--- config.mk ---
export PLATFORM = sky130hd
export DESIGN_NAME = x86_gpr_file_partial_access_core
export DESIGN_NICKNAME = d
export VERILOG_FILES = /design/src/hw/rtl/xgpr_pkg.sv /design/src/hw/rtl/xgpr_exec.sv /design/src/hw/rtl/x86_gpr_file_partial_access_core.sv
export SDC_FILE = /design/constraint.sdc
export NUM_CORES = 1
export LEC_CHECK = 0
export BUFFER_PORTS_ARGS = -buffer_cell sky130_fd_sc_hd__buf_4
export CAP_MARGIN = 10
export CELL_PAD_IN_SITES_DETAIL_PLACEMENT = 0
export CELL_PAD_IN_SITES_GLOBAL_PLACEMENT = 1
export CORE_UTILIZATION = 53
export DETAILED_ROUTE_END_ITERATION = 10
export GPL_ROUTABILITY_DRIVEN = 0
export MAX_ROUTING_LAYER = met4
export PLACE_DENSITY = 0.92
export SETUP_SLACK_MARGIN = 0.5
export SLEW_MARGIN = 20
export SYNTH_ARGS = -nofsm -noshare
export SYNTH_HDL_FRONTEND = slang
export SYNTH_SLANG_ARGS = --single-unit
--- constraint.sdc ---
create_clock -name clk_i -period 4.6 [get_ports clk_i]
set_input_delay 0.23 -clock clk_i [delete_from_list [all_inputs] [get_ports clk_i]]
set_output_delay 0.23 -clock clk_i [all_outputs]
set_load 0.05 [all_outputs]
--- src/hw/rtl/xgpr_pkg.sv ---
// ----------------------------------------------------------------------------
// xgpr_pkg
// Types and constants for the general-register file with flags word.
// ----------------------------------------------------------------------------
package xgpr_pkg;

  typedef enum logic [2:0] {
    OP_READ     = 3'd0,
    OP_WRITE    = 3'd1,
    OP_LAHF     = 3'd2,
    OP_SAHF     = 3'd3,
    OP_LOOP     = 3'd4,
    OP_FLAGS_RD = 3'd5,
    OP_FLAGS_WR = 3'd6,
    OP_NONE     = 3'd7
  } op_e;

  typedef enum logic [1:0] {
    WC_BYTE    = 2'd0,
    WC_WORD    = 2'd1,
    WC_DWORD   = 2'd2,
    WC_INVALID = 2'd3
  } width_e;

  localparam logic [1:0] ZC_NONE    = 2'd0;
  localparam logic [1:0] ZC_ZF_SET  = 2'd1;

  localparam logic [7:0] LAHF_MASK  = 8'hD5;
  localparam logic [7:0] FLAG_RSVD  = 8'h02;
  localparam int unsigned ZF_BIT    = 6;

  localparam int unsigned IN_TDATA_W  = 48;
  localparam int unsigned OUT_TDATA_W = 40;

  typedef struct packed {
    logic [1:0]  loop_cond;
    logic        address_size_16;
    logic [31:0] write_value;
    logic [1:0]  width_code;
    logic [3:0]  reg_index;
    logic [2:0]  opcode;
  } item_t;

  typedef struct packed {
    logic        width_error;
    logic        branch_taken;
    logic [31:0] read_data;
  } result_t;

endpackage

--- src/hw/rtl/xgpr_exec.sv ---
// ----------------------------------------------------------------------------
// xgpr_exec
// Single-pass execute logic: next register and flags state and the result
// for one item.
// ----------------------------------------------------------------------------
module xgpr_exec import xgpr_pkg::*; #(
  parameter int unsigned REG_COUNT = 8
) (
  input  item_t       item_i,
  input  logic [31:0] regs_i [REG_COUNT],
  input  logic [31:0] flags_i,
  output logic [31:0] regs_o [REG_COUNT],
  output logic [31:0] flags_o,
  output result_t     result_o
);

  localparam int unsigned IdxW = $clog2(REG_COUNT);
  localparam logic [IdxW-1:0] EaxIdx = IdxW'(0);
  localparam logic [IdxW-1:0] EcxIdx = IdxW'(1);

  logic            in_range;
  logic [IdxW-1:0] full_idx;
  logic [IdxW-1:0] byte_idx;
  logic [31:0]     ecx_dec;
  logic            cnt_nz;
  logic            zf;
  logic            cond;

  assign in_range = {1'b0, item_i.reg_index} < 5'(REG_COUNT);
  assign full_idx = item_i.reg_index[IdxW-1:0];
  assign byte_idx = {{(IdxW-2){1'b0}}, item_i.reg_index[1:0]};
  assign ecx_dec  = regs_i[EcxIdx] - 32'd1;
  assign cnt_nz   = item_i.address_size_16 ? (|ecx_dec[15:0]) : (|ecx_dec);
  assign zf       = flags_i[ZF_BIT];

  always_comb begin
    case (item_i.loop_cond)
      ZC_NONE:   cond = 1'b1;
      ZC_ZF_SET: cond = zf;
      default:   cond = !zf;
    endcase
  end

  always_comb begin
    regs_o   = regs_i;
    flags_o  = flags_i;
    result_o = '0;
    case (op_e'(item_i.opcode))
      OP_READ, OP_WRITE: begin
        case (width_e'(item_i.width_code))
          WC_BYTE: begin
            if (!item_i.reg_index[3]) begin
              if (item_i.opcode == OP_WRITE) begin
                if (item_i.reg_index[2]) begin
                  regs_o[byte_idx][15:8] = item_i.write_value[7:0];
                end else begin
                  regs_o[byte_idx][7:0] = item_i.write_value[7:0];
                end
              end else if (item_i.reg_index[2]) begin
                result_o.read_data = {24'd0, regs_i[byte_idx][15:8]};
              end else begin
                result_o.read_data = {24'd0, regs_i[byte_idx][7:0]};
              end
            end
          end
          WC_WORD: begin
            if (in_range) begin
              if (item_i.opcode == OP_WRITE) begin
                regs_o[full_idx][15:0] = item_i.write_value[15:0];
              end else begin
                result_o.read_data = {16'd0, regs_i[full_idx][15:0]};
              end
            end
          end
          WC_DWORD: begin
            if (in_range) begin
              if (item_i.opcode == OP_WRITE) begin
                regs_o[full_idx] = item_i.write_value;
              end else begin
                result_o.read_data = regs_i[full_idx];
              end
            end
          end
          default: begin
            result_o.width_error = in_range;
          end
        endcase
      end
      OP_LAHF: begin
        regs_o[EaxIdx][15:8] = (flags_i[7:0] & LAHF_MASK) | FLAG_RSVD;
      end
      OP_SAHF: begin
        flags_o[7:0] = (regs_i[EaxIdx][15:8] & LAHF_MASK) | FLAG_RSVD;
      end
      OP_LOOP: begin
        if (item_i.address_size_16) begin
          regs_o[EcxIdx][15:0] = ecx_dec[15:0];
        end else begin
          regs_o[EcxIdx] = ecx_dec;
        end
        result_o.branch_taken = cnt_nz && cond;
      end
      OP_FLAGS_RD: begin
        result_o.read_data = flags_i;
      end
      OP_FLAGS_WR: begin
        flags_o = item_i.write_value;
      end
      default: begin
        result_o = '0;
      end
    endcase
  end

endmodule

--- src/hw/rtl/x86_gpr_file_partial_access_core.sv ---
// ----------------------------------------------------------------------------
// x86_gpr_file_partial_access_core
// General-register file with flags word, byte/word/dword access, LAHF, SAHF
// and LOOP.
// An accepted item is held in the input register, executed, and its result
// is held in the result register until taken. Throughput: 1 item per cycle
// unless the output stalls; the register and flags update is one
// read-modify-write in the execute stage between input and result registers.
// Reset: all registers and the flags word clear to zero, both stages empty.
// ----------------------------------------------------------------------------
module x86_gpr_file_partial_access_core import xgpr_pkg::*; #(
  parameter int unsigned REG_COUNT = 8
) (
  input  logic                   clk_i,
  input  logic                   rst_ni,
  input  logic                   s_axis_tvalid,
  output logic                   s_axis_tready,
  // opcode[2:0], reg_index[6:3], width_code[8:7], write_value[40:9],
  // address_size_16[41], loop_cond[43:42], zero[47:44]
  input  logic [IN_TDATA_W-1:0]  s_axis_tdata,
  output logic                   m_axis_tvalid,
  input  logic                   m_axis_tready,
  // read_data[31:0], branch_taken[32], width_error[33], zero[39:34]
  output logic [OUT_TDATA_W-1:0] m_axis_tdata
);

  logic        in_valid_q;
  item_t       in_item_q;
  logic        out_valid_q;
  result_t     out_res_q;
  logic [31:0] regs_q [REG_COUNT];
  logic [31:0] regs_d [REG_COUNT];
  logic [31:0] flags_q;
  logic [31:0] flags_d;
  result_t     res_d;
  logic        advance;
  logic        fire;

  assign advance       = !out_valid_q || m_axis_tready;
  assign fire          = in_valid_q && advance;
  assign s_axis_tready = !in_valid_q || advance;
  assign m_axis_tvalid = out_valid_q;
  assign m_axis_tdata  = {6'd0, out_res_q};

  xgpr_exec #(
    .REG_COUNT(REG_COUNT)
  ) u_exec (
    .item_i  (in_item_q),
    .regs_i  (regs_q),
    .flags_i (flags_q),
    .regs_o  (regs_d),
    .flags_o (flags_d),
    .result_o(res_d)
  );

  always_ff @(posedge clk_i or negedge rst_ni) begin
    if (!rst_ni) begin
      in_valid_q  <= 1'b0;
      out_valid_q <= 1'b0;
      flags_q     <= '0;
      for (int i = 0; i < REG_COUNT; i++) begin
        regs_q[i] <= '0;
      end
    end else begin
      if (s_axis_tready) begin
        in_valid_q <= s_axis_tvalid;
      end
      if (advance) begin
        out_valid_q <= in_valid_q;
      end
      if (fire) begin
        regs_q  <= regs_d;
        flags_q <= flags_d;
      end
    end
  end

  always_ff @(posedge clk_i) begin
    if (s_axis_tready && s_axis_tvalid) begin
      in_item_q <= item_t'(s_axis_tdata[43:0]);
    end
    if (fire) begin
      out_res_q <= res_d;
    end
  end

  a_ready_when_empty: assert property (@(posedge clk_i) disable iff (!rst_ni)
    !in_valid_q |-> s_axis_tready)
    else $error("input stage empty but not ready");

  a_fire_gives_result: assert property (@(posedge clk_i) disable iff (!rst_ni)
    fire |=> m_axis_tvalid)
    else $error("executed item produced no result");

  a_flags_hold: assert property (@(posedge clk_i) disable iff (!rst_ni)
    (fire && in_item_q.opcode != OP_SAHF && in_item_q.opcode != OP_FLAGS_WR)
      |=> $stable(flags_q))
    else $error("flags changed by an item that does not write them");

  a_branch_excl: assert property (@(posedge clk_i) disable iff (!rst_ni)
    (m_axis_tvalid && out_res_q.branch_taken)
      |-> (!out_res_q.width_error && out_res_q.read_data == 32'd0))
    else $error("branch result carries read data or error");

  a_error_no_data: assert property (@(posedge clk_i) disable iff (!rst_ni)
    (m_axis_tvalid && out_res_q.width_error) |-> (out_res_q.read_data == 32'd0))
    else $error("width error result carries read data");

endmodule

; Yosys cells after proc, flatten, opt, wreduce, memory -nomap -nowiden
; Cells that the tools add are included.
[op_classes]
reduce_logical = 27
magnitude_cmp = 5
bitwise_logic = 3
eq_ne = 23
n_addsub = 1
n_mux = 41
[op_table]
columns = cell, count
row1 = $mux W256, 7
row2 = $bwmux W256, 4
row3 = $pmux W256 S3, 1
row4 = $demux W32 S3, 4
row5 = $mux W32, 8
row6 = $bmux W32 S3, 2
row7 = $pmux W32 S2, 2
row8 = $mux W16, 6
row9 = $pmux W32 S3, 1
row10 = $pmux W8 S2, 2
row11 = $reduce_or A32 Y1, 1
row12 = $sub A32 B1 Y32 const B, 1
row13 = $reduce_and A9 Y1, 3
row14 = $mux W8, 2
row15 = $reduce_or A16 Y1, 1
row16 = $ne A3 B2 Y1 const B, 5
row17 = $ne A2 B1 Y1 const B, 5
row18 = $reduce_and A10 Y1, 1
row19 = $eq A3 B3 Y1 const B, 3
row20 = $ge A4 B4 Y1 const B, 2
row21 = $lt A4 B1 Y1 const B, 2
row22 = $eq A3 B2 Y1 const B, 2
row23 = $reduce_bool A2 Y1, 3
row24 = $logic_and A1 B1 Y1, 5
row25 = 20 further kinds, 27
[word_totals]
output_inout_bits = 42
register_bits = 368
inputBits = 52
word_cells = 123

; Logic depth before layout (Yosys ltp)
; Gate-level depths: netlist of the first run.
[depth]
depth_word = 11
mapped_depth = 12

; By module
; Synthesis of the first run repeated with hierarchy kept, for this count alone.
[unflattened]
cells_unflattened = 1646
hier_area_um2 = 21658.3
[modules_own_cells]
columns = mod, seq_area_each_um2, cells_each, area_per_inst_um2, n_inst
row1 = x86_gpr_file_partial_access_core, 9599.2, 701, 14000.9, 1
row2 = xgpr_exec, 0.0, 945, 7657.3, 1

; Worst setup path before layout of the first run
; Ideal clock, no wire load.
[synth_path]
path_kind = register to register
from = register regs_q[192] (netlist bit)
to = register out_res_q (netlist bit m_axis_tdata[32]), data pin
setup_ns = 0.266
period_less_slack_ns = 2.844
path_slack_ns = 1.756
arrival_ns = 2.578
path_stages_with_launch = 9
cell_sequence = dfrtp_1 -> inv_1 -> ha_1 -> nor3b_1 -> nand4_1 -> or4_1 -> xnor2_1 -> o41ai_1 -> a21oi_1
[synth_between]
elab_chain_len = 4
[synth_rtl]
columns = item, line
row1 = start: declaration, x86_gpr_file_partial_access_core.sv:31  ; logic [31:0] regs_q [REG_COUNT];
row2 = start signal: assignment, x86_gpr_file_partial_access_core.sv:72  ; regs_q <= regs_d;
row3 = $sub A32 B1 Y32 *, xgpr_exec.sv:32  ; assign ecx_dec = regs_i[EcxIdx] - 32'd1;
row4 = $reduce_or A32 Y1 or $reduce_or A16 Y1 (tied branches), xgpr_exec.sv:33  ; assign cnt_nz = item_i.address_size_16 ? (|ecx_dec[15:0]) : (|ecx_dec);
row5 = $mux W1 *, xgpr_exec.sv:33
row6 = $logic_and A1 B1 Y1 *, xgpr_exec.sv:101  ; result_o.branch_taken = cnt_nz && cond;
row7 = end signal: assignment, x86_gpr_file_partial_access_core.sv:83  ; out_res_q <= res_d;
row8 = end: declaration, x86_gpr_file_partial_access_core.sv:30  ; result_t out_res_q;
; Every way passes the cells marked *; elsewhere a longest branch is shown, timed or not.
; A chain may end at the register's enable or synchronous reset.

; Final worst setup path of the first run
[layout_path]
from = register in_item_q[7] (netlist bit)
to = register regs_q[22] (netlist bit)
[layout_between]
elab_chain_len = 3
[layout_rtl]
columns = item, line
row1 = start: declaration, x86_gpr_file_partial_access_core.sv:28  ; item_t in_item_q;
row2 = start signal: assignment, x86_gpr_file_partial_access_core.sv:80  ; in_item_q <= item_t'(s_axis_tdata[43:0]);
row3 = "$eq A2 B2 Y1, or another cell as far along", xgpr_exec.sv:50  ; case (width_e'(item_i.width_code))
row4 = "$ne A2 B1 Y1 (no line), or another cell as far along", -
row5 = $reduce_and A9 Y1 (no line), -
; Parallel ways exist; a longest one is shown, timed or not.

==> impl_metrics.env, run 1 <==
export IMPL_status="complete, no violations"
export IMPL_rows=66
export IMPL_fp_dieW_um=185
export IMPL_worst_path_max_fanout=16
export IMPL_layout_min_cycle_time_ns=3.59
export IMPL_hold_worst_slack_ns=0.0391
export IMPL_routed_via_density=6.48
export IMPL_worst_pin_slew_ns=1.16
export IMPL_die_h_um=185
export IMPL_hpwlAfterDp_um=32600
export IMPL_syn_inst=1628
export IMPL_synth_area_um2=17700
export IMPL_met2RoutedLength_um=24500
export IMPL_slew_viol_final=0
export IMPL_wl_met1_um=20500
export IMPL_ys_seq_area_share_pct=54.1
export IMPL_start_kind="flop"
export IMPL_path_buf_inv=0
export IMPL_ios=94
export IMPL_top_layer="met4"
export IMPL_multi_input_area_um2=7550
export IMPL_synthFlopType="dfrtp_1"
export IMPL_crit_top_cell="nand2_1"
export IMPL_grt_pass1_wl_um=81100
export IMPL_finalNetCount=1765
export IMPL_grt_ovfl_total=0
export IMPL_dr_first_iter_drc_count=1447
export IMPL_max_cap_violations=0
export IMPL_grt_max_degree=135
export IMPL_hp_class="primary input to flop"
export IMPL_r2r_worst_path_cells=7
export IMPL_core_area_um2=32700
export IMPL_fp_dieArea_um2=34200
export IMPL_min_from="m_axis_tready"
export IMPL_cts_tree="done"
export IMPL_port_buffers=83
export IMPL_critPathArrivalTime_ns=4.01
export IMPL_place_inst=2059
export IMPL_seq_area_um2=9600
export IMPL_timing_rr_start="in_item_q[7]"
export IMPL_wirelength_um=51900
export IMPL_grt_pass1_vias=14100
export IMPL_track_usage_pct=32.4
export IMPL_met3_length_um=5070
export IMPL_worst_setup_path_end_kind="flop"
export IMPL_cts_buffer_depth=3
export IMPL_most_common_layout_cells="341 x nand2_1, 290 x dfrtp_1, 112 x buf_4, 108 x o21ai_0, 103 x a21oi_1"
export IMPL_n_fill_cell=2615
export IMPL_whs_endpoint="m_axis_tvalid"
export IMPL_cts_root_buf="clkbuf_16"
export IMPL_regToRegEndpoint="regs_q[22]"
export IMPL_vdd_ir_drop_max_uv=335
export IMPL_cts_sinks=368
export IMPL_start_util_pct=54.2
export IMPL_synth_seq_cells=368
export IMPL_post_cts_resized=0
export IMPL_fin_crit_sh_pct=77.9
export IMPL_synth_warnings=0
export IMPL_antenna_found_initial=1
export IMPL_wl_per_cell_um=23.8
export IMPL_cp_top_family="simple AND/OR/NAND/NOR gates"
export IMPL_power_leakage_nw=8.69
export IMPL_skew_ns=0.0270
export IMPL_final_cells=2180
export IMPL_slew_headroom_pct=21.9
export IMPL_numCtsBuffers=40
export IMPL_drive_above_1_share_pct=15.7
export IMPL_min_path_cells=3
export IMPL_async_flop_share_pct=78.8
export IMPL_post_cts_setup_buffers=0
export IMPL_synth_cell_types=74
export IMPL_crit_path_top_delay_cell="nand2_1"
export IMPL_cp_required_ns=5.03
export IMPL_path_cells="ha_1 > nor3_1 > o2111a_1 > nand2_1 > nor2_1 > nand2_1 > a22o_1"
export IMPL_timing_fmax_ghz=0.279
export IMPL_num_vias=14100
export IMPL_ant_nets=0
export IMPL_drcViolationCount=0
export IMPL_final_common_cell="nand2_1"
export IMPL_area_delta_synth_final_pct=15.2
export IMPL_rsz0062_at_grt="no"
export IMPL_critPathMaxStageDelay_ns=0.58
export IMPL_first_pass_iters=5
export IMPL_clk_latency_ns=0.56
export IMPL_hold_violations=0
export IMPL_synth_edff_count=78
export IMPL_clkSlewWorstSetupHoldPaths_ns=0.06
export IMPL_setup_viol=0
export IMPL_setup_tns_ns=0
export IMPL_synth_avg_cell_area_um2=10.9
export IMPL_p_per_area_nw_per_um2=412
export IMPL_path_class="flop to flop"
export IMPL_regToRegSetupSlack_ns=1.01
export IMPL_utilization_pct=62.5
export IMPL_htreeDepth=2
## cell type report
class	count	share of cell area (%)
Sequential cell	368	47.0
Clock inverter	13	0.600
Clock buffer	59	5.74
Antenna cell	1	0.0122
Inverter	16	0.294
Timing Repair Buffer	162	6.72
Multi-Input combinational cell	1119	37.0
Tap cell	442	2.71
## worst max-delay path by stage
stage | startpoint | end | slack, ns | depth (start not counted)
floorplan | regs_q[192] | m_axis_tdata[32] | 1.76 | 8
global placement | in_item_q[7] | regs_q[89] | 1.21 | 7
detailed placement | in_item_q[7] | regs_q[122] | 1.12 | 7
CTS | in_item_q[7] | regs_q[115] | 1.13 | 7
global route | in_item_q[7] | regs_q[22] | 0.69 | 7
finish | in_item_q[7] | regs_q[22] | 1.01 | 7
## tightest hold or removal path, stage by stage
cell	delay [ns]
buf_4	0.09
nand2b_1	0.16
nand2b_1	0.07
## state kept, by name (all words and copies together) (netlist names)
register / cells
m_axis_tvalid: 1
m_axis_tdata: 34
in_item_q: 44
regs_q: 256
flags_q: 32
in_valid_q: 1
## timing repair
action / CTS / global route
endpoints found under the hold margin: 176 / 0
endpoints found under the setup margin: 0 / 0
hold buffers: 47 / 0
## stage by stage
stage          instance area, um2  total power [mW]  setup slack (ns)
2_1_floorplan               17800              4.81              1.76
4_1_cts                     20400              8.44              1.13
3_3_place_gp                18600              5.20              1.21
6_report                    20400              8.43              1.01
3_5_place_dp                18600              5.24              1.12
5_1_grt                     20400              8.73             0.688
## power by group
group	internal [mW]	switching, mW
combinational	0.510	0.723
sequential	3.64	0.381
clock	1.83	1.34
## kinds of logic (layout without fill, tap and decap cells)
| kind of cell | Yosys count | after routing | share of synthesized area [%] |
|---|---|---|---|
| buffers and inverters | 146 | 250 | 3.72 |
| muxes | 119 | 119 | 11.3 |
| xor gates and xnor gates | 7 | 7 | 0.346 |
| adders and majority gates | 6 | 6 | 0.423 |
| and+or+nand+nor | 540 | 540 | 13.4 |
| DFF | 368 | 368 | 54.1 |
| other | 1 | 7 | 0.0211 |
| AOI/OAI and AO/OA | 441 | 441 | 16.8 |
## cell usage after synthesis (all sizes together), types with 3 or more instances
| library cell | number | area (um2) |
|---|---|---|
| nor3 | 25 | 130 |
| ha | 6 | 75.1 |
| or4 | 15 | 128 |
| a211o | 9 | 78.8 |
| mux2i | 52 | 521 |
| a22o | 71 | 622 |
| dfrtp | 290 | 7260 |
| o21bai | 3 | 22.5 |
| mux2 | 3 | 33.8 |
| nor4 | 9 | 56.3 |
| edfxtp | 78 | 2340 |
| a21oi | 103 | 515 |
| o31ai | 5 | 37.5 |
| inv | 16 | 60.1 |
| o22ai | 7 | 43.8 |
| or2 | 6 | 37.5 |
| nand4 | 4 | 25.0 |
| nand3 | 11 | 55.1 |
| nor2 | 76 | 288 |
| mux4 | 64 | 1450 |
| and3 | 5 | 31.3 |
| a31oi | 6 | 37.5 |
| clkbuf | 77 | 300 |
| a22oi | 25 | 188 |
| o22a | 7 | 62.6 |
| a221oi | 10 | 87.6 |
| o21ai | 114 | 571 |
| and2 | 6 | 37.5 |
| buf | 53 | 299 |
| o31a | 3 | 26.3 |
| or3 | 8 | 62.6 |
| nand2b | 16 | 100 |
| nor4b | 3 | 26.3 |
| nor2b | 5 | 31.3 |
| nand2 | 342 | 1280 |
| o2bb2ai | 58 | 508 |
| nor3b | 4 | 35.0 |
| xnor2 | 5 | 43.8 |
| a211oi | 5 | 37.5 |
| a21o | 3 | 22.5 |
## layer usage
| layer | vias up | GRT usage [%] |
|---|---|---|
| met5 | - | - |
| met3 | 137 | 6.72 |
| met4 | 0 | 12.7 |
| met2 | 797 | 49.8 |
| li1 | 6105 | - |
| met1 | 7094 | 42.3 |
Note: power is estimated with default switching activity, not from simulation.
==> run 2, diff against run 1 <==
Settings changed: CORE_UTILIZATION 53 to 45, PLACE_DENSITY 0.92 to 0.84.
Clock period 4.6 ns to 3 ns, I/O delays scaled along.
==> run 2 against run 1 <==
Wire length is 5.0% higher. Maximum frequency increased by 36%. Largest cell class unchanged. Via count is 0.20% higher. Non-clock buffer count rose by 66. Setup slack worse by 0.65 ns. Count of clock-buffer cells in the layout fell by 7. Critical endpoint is now m_axis_tdata[32].
==> impl_metrics.env, run 2 (synthesis results as in run 1) <==
export IMPL_path_cells="or4_1 > or4_4 > o21ai_0 > nand4_1 > o41ai_2 > a21oi_1"
export IMPL_worst_pin_slew_ns=0.905
export IMPL_setup_tns_ns=0
export IMPL_grt_ovfl_total=0
export IMPL_max_cap_violations=0
export IMPL_hold_violations=0
export IMPL_hpwlAfterDp_um=35500
export IMPL_crit_path_top_delay_cell="or4_1"
export IMPL_area_delta_synth_final_pct=19.8
export IMPL_power_leakage_nw=9.05
export IMPL_finalNetCount=1831
export IMPL_clockPowerShare_pct=37.6
export IMPL_vdd_ir_drop_max_uv=433
export IMPL_rows=72
export IMPL_drcViolationCount=0
export IMPL_combPwrFrac_pct=16.8
export IMPL_timing_fmax_ghz=0.380
export IMPL_htreeDepth=2
export IMPL_intPower_mw=9.38
export IMPL_multi_input_area_um2=7660
export IMPL_slew_viol_final=0
export IMPL_port_buffers=83
export IMPL_switching_share_pct=29.2
export IMPL_insertedDiodeCount=0
export IMPL_numCtsBuffers=40
export IMPL_fp_dieW_um=201
export IMPL_cts_root_buf="clkbuf_16"
export IMPL_die_h_um=201
export IMPL_core_area_um2=38700
export IMPL_finalPower_mw=13.2
export IMPL_start_kind="flop"
export IMPL_clk_latency_ns=0.57
export IMPL_slew_headroom_pct=39.6
export IMPL_wirelength_um=54500
export IMPL_worst_path_stages=6
export IMPL_skew_ns=0.0244
export IMPL_layout_min_cycle_time_ns=2.63
export IMPL_setup_viol=0
export IMPL_hp_class="primary input to asynchronous set/reset pin"
export IMPL_power_switching_mw=3.86
export IMPL_ios=94
export IMPL_rsz0062_at_grt="yes"
export IMPL_critPathArrivalTime_ns=2.95
export IMPL_drive_above_1_share_pct=20.2
export IMPL_cp_required_ns=3.31
export IMPL_first_pass_iters=5
export IMPL_cts_buffer_depth=3
export IMPL_fin_crit_sh_pct=87.8
export IMPL_start_util_pct=45.8
export IMPL_top_register="regs_q"
export IMPL_wl_per_cell_um=23.4
export IMPL_worst_path_max_fanout=10
export IMPL_final_common_cell="nand2_1"
export IMPL_most_common_layout_cells="338 x nand2_1, 289 x dfrtp_1, 167 x buf_4, 108 x o21ai_0, 103 x a21oi_1"
export IMPL_cp_top_family="simple AND/OR/NAND/NOR gates"
export IMPL_ant_nets=0
export IMPL_routed_via_density=6.10
export IMPL_dr_first_iter_drc_count=1570
export IMPL_power_frac_seq_pct=45.5
export IMPL_num_vias=14200
export IMPL_grt_pass1_wl_um=84800
export IMPL_fp_dieArea_um2=40200
export IMPL_antenna_found_initial=0
export IMPL_status="complete, no violations"
export IMPL_r2r_worst_path_cells=6
export IMPL_path_class="flop to flop"
export IMPL_worst_setup_path_end_kind="flop"
export IMPL_clkSlewWorstSetupHoldPaths_ns=0.07
export IMPL_track_usage_pct=28.2
export IMPL_largest_reg_flops=256
export IMPL_grt_pass1_vias=14100
export IMPL_p_per_area_nw_per_um2=623
export IMPL_hold_worst_slack_ns=0.112
export IMPL_path_buf_inv=0
export IMPL_seq_area_um2=9600
export IMPL_place_inst=2196
export IMPL_cts_tree="done"
export IMPL_n_fill_cell=3325
export IMPL_cts_sinks=368
export IMPL_grt_max_degree=88
export IMPL_final_cells=2323
export IMPL_critPathMaxStageDelay_ns=0.60
==> run 2: cell types whose count changed in the layout (fill, tap and decap cells not counted), moves of 3 or more <==
cell / change
buf_4: +55
buf_12: +7
clkbuf_8: -6
clkinvlp_4: +5
nor2_1: -5
nor2_2: +5
buf_6: +4
nand2_1: -3
nor4_1: -3
nor4_2: +3
==> run 2: worst paths after layout <==
kind | from | endpoint | slack, ns
max | regs_q[194] | m_axis_tdata[32] | 0.37
min | rst_ni | flags_q[21] | 0.11
max reg2reg | regs_q[194] | m_axis_tdata[32] | 0.37
min reg2reg | flags_q[13] | flags_q[13] | 0.48
max in group asynchronous | rst_ni | regs_q[40] | 1.98
min in group clk_i | s_axis_tdata[39] | in_item_q[39] | 0.29
==> run 2: final cells by class <==
| cell class | count | share of cell area [%] |
|---|---|---|
| flip-flops and latches | 368 | 45.2 |
| multi-input cells | 1119 | 36.0 |
| repair buffers | 228 | 9.20 |
| clock buffers | 52 | 5.11 |
| well taps | 518 | 3.05 |
| clock inverters | 22 | 1.11 |
| inverters | 16 | 0.300 |
==> run 2: timing repair <==
item / 4_1_cts / 5_1_grt
hold endpoints to repair: 142 / 0
setup endpoints to repair: 78 / 126
resized for setup: 13 / 22
setup buffers: 0 / 5
hold buffers: 48 / 0
cloned: 0 / 0
==> run 2: through the flow <==
| step | utilization, % | setup WS (ns) | cell area [um2] |
|---|---|---|---|
| 2_1_floorplan | - | 0.385 | 17800 |
| 3_3_place_gp | 49.7 | 0.332 | 19300 |
| 3_5_place_dp | 49.7 | 0.192 | 19300 |
| 4_1_cts | 54.5 | 0.409 | 21100 |
| 5_1_grt | 54.8 | 0.277 | 21200 |
| 6_report | 54.8 | 0.366 | 21200 |
==> run 2: per-layer routing <==
| layer | global-route usage [%] | vias to the layer above | wire (um) | part of all wire, % |
|---|---|---|---|---|
| met5 | - | - | 0 | 0 |
| met4 | 12.4 | 0 | 2190 | 4.0 |
| met3 | 4.24 | 118 | 3840 | 7.1 |
| met2 | 43.0 | 601 | 25600 | 47 |
| met1 | 37.7 | 7178 | 22900 | 42 |
| li1 | - | 6264 | - | - |
==> run 2: power by group through the flow <==
stage | Combinational, mW | Sequential (mW) | Clock (mW)
after global placement | 2.06 | 6.07 | 0
after CTS | 2.19 | 6.01 | 5.06
final | 2.23 | 6.03 | 4.98
after detailed placement | 2.11 | 6.10 | 0
after floorplan | 1.35 | 6.03 | 0
after global routing | 2.42 | 6.08 | 5.27
==> run 3, diff against run 2 <==
Settings changed: RECOVER_POWER from default to 25.
==> run 3 against run 2 <==
The flow now finishes with violations (max-capacitance violations, max-slew violations). Clock power about the same. Combinational power about the same. Sequential power about the same. Register-to-register slack about the same. Sequential share of layout area increased by 0.061 points. Worst hold slack improved by 0.20 ns. Largest power group unchanged.
==> impl_metrics.env, run 3 (synthesis results as in run 1) <==
export IMPL_status="finished, violations left"
export IMPL_violations="max-capacitance violations, max-slew violations"
export IMPL_critPathArrivalTime_ns=2.94
export IMPL_setup_tns_ns=0
export IMPL_grt_pass1_wl_um=84800
export IMPL_p_per_area_nw_per_um2=624
export IMPL_max_cap_violations=1
export IMPL_fp_dieW_um=201
export IMPL_path_class="flop to flop"
export IMPL_antenna_found_initial=0
export IMPL_largest_reg_flops=256
export IMPL_track_usage_pct=28.2
export IMPL_wirelength_um=54500
export IMPL_clkSlewWorstSetupHoldPaths_ns=0.06
export IMPL_power_leakage_nw=9.02
export IMPL_hold_violations=0
export IMPL_vdd_ir_drop_max_uv=431
export IMPL_crit_path_top_delay_cell="or4_1"
export IMPL_die_h_um=201
export IMPL_worst_pin_slew_ns=1.64
export IMPL_first_pass_iters=6
export IMPL_start_kind="flop"
export IMPL_cts_sinks=368
export IMPL_hp_class="primary input to flop"
export IMPL_routed_via_density=6.09
export IMPL_drive_above_1_share_pct=19.9
export IMPL_slew_headroom_pct=-9.12
export IMPL_cts_buffer_depth=3
export IMPL_place_inst=2196
export IMPL_numCtsBuffers=40
export IMPL_setup_slack_ns=0.373
export IMPL_worst_path_max_fanout=10
export IMPL_path_buf_inv=0
export IMPL_critPathMaxStageDelay_ns=0.60
export IMPL_slew_viol_final=58
export IMPL_cp_required_ns=3.32
export IMPL_drcViolationCount=0
export IMPL_finalNetCount=1831
export IMPL_dr_first_iter_drc_count=1531
export IMPL_cts_root_buf="clkbuf_16"
export IMPL_start_util_pct=45.8
export IMPL_insertedDiodeCount=0
export IMPL_final_common_cell="nand2_1"
export IMPL_hold_worst_slack_ns=0.309
export IMPL_hpwlAfterDp_um=35500
export IMPL_cts_tree="done"
export IMPL_ant_nets=0
export IMPL_skew_ns=0.0240
export IMPL_port_buffers=83
export IMPL_ios=94
export IMPL_grt_max_degree=88
export IMPL_pre_cts_ws_ns=0.192
export IMPL_path_cells="or4_1 > or4_4 > o21ai_0 > nand4_1 > o41ai_2 > a21oi_1"
export IMPL_core_area_um2=38700
export IMPL_wl_per_cell_um=23.5
export IMPL_cp_top_family="simple AND/OR/NAND/NOR gates"
export IMPL_setup_viol=0
export IMPL_worst_setup_path_end_kind="flop"
export IMPL_area_delta_synth_final_pct=19.6
export IMPL_fp_dieArea_um2=40200
export IMPL_htreeDepth=2
export IMPL_layout_min_cycle_time_ns=2.63
export IMPL_final_cells=2323
export IMPL_num_vias=14200
export IMPL_timing_fmax_ghz=0.381
export IMPL_grt_ovfl_total=0
export IMPL_rows=72
export IMPL_top_register="regs_q"
export IMPL_grt_pass1_vias=14100
export IMPL_rsz0062_at_grt="yes"
export IMPL_most_common_layout_cells="338 x nand2_1, 289 x dfrtp_1, 123 x buf_4, 108 x o21ai_0, 103 x a21oi_1"
export IMPL_fin_crit_sh_pct=87.6
export IMPL_clk_latency_ns=0.57
run 3: layout make-up:
| type | instances | area (um2) |
|---|---|---|
| Clock buffer | 52 | 1090 |
| Clock inverter | 22 | 235 |
| Fill cell | 3331 | 17500 |
| Inverter | 16 | 63.8 |
| Multi-Input combinational cell | 1119 | 7660 |
| Sequential cell | 368 | 9600 |
| Tap cell | 518 | 648 |
| Timing Repair Buffer | 228 | 1930 |
run 3: report_power, final:
| group | internal, mW | switching, mW | total (mW) | leakage (nW) |
|---|---|---|---|---|
| Sequential | 5.58 | 0.450 | 6.03 | 4.70 |
| Combinational | 0.941 | 1.29 | 2.23 | 3.68 |
| Clock | 2.85 | 2.13 | 4.98 | 0.636 |
| Total | 9.37 | 3.87 | 13.2 | 9.02 |
run 3: through the flow:
stage | util [%] | power (mW) | area (um2)
2_1_floorplan | - | 7.38 | 17800
3_3_place_gp | 49.7 | 8.14 | 19300
3_5_place_dp | 49.7 | 8.21 | 19300
4_1_cts | 54.5 | 13.3 | 21100
5_1_grt | 54.8 | 13.8 | 21200
6_report | 54.8 | 13.2 | 21200
run 3: worst reg2reg max path, cell delays in order (launching register included):
cell     delay, ns
dfrtp_1       0.53
or4_1         0.60
or4_4         0.45
o21ai_0       0.18
nand4_1       0.15
o41ai_2       0.37
a21oi_1       0.10
run 3: what timing repair did:
action                                  CTS  global route
hold endpoints to repair                142             0
hold buffers                             48             0
endpoints found under the setup margin   78           126
setup buffers                             0             5
pin swaps                                 0             0
resized for setup                        13            22
run 3: worst paths after layout:
path	from	end	slack, ns	cells past startpoint
max in group asynchronous	rst_ni	regs_q[40]	1.22	3
worst min register to register	flags_q[13]	flags_q[13]	0.47	2
worst max-delay path	regs_q[194]	m_axis_tdata[32]	0.37	6
worst max register to register	regs_q[194]	m_axis_tdata[32]	0.37	6
worst min-delay path	s_axis_tdata[39]	in_item_q[39]	0.31	2
min in group asynchronous	rst_ni	flags_q[21]	0.54	2
run 3: metal layers:
metal	part of all wire [%]	wire, um	global-route usage [%]
met3	7.5	4090	4.24
met2	47	25600	43.0
met1	42	22700	37.7
met4	4.1	2220	12.4
met5	0	0	-
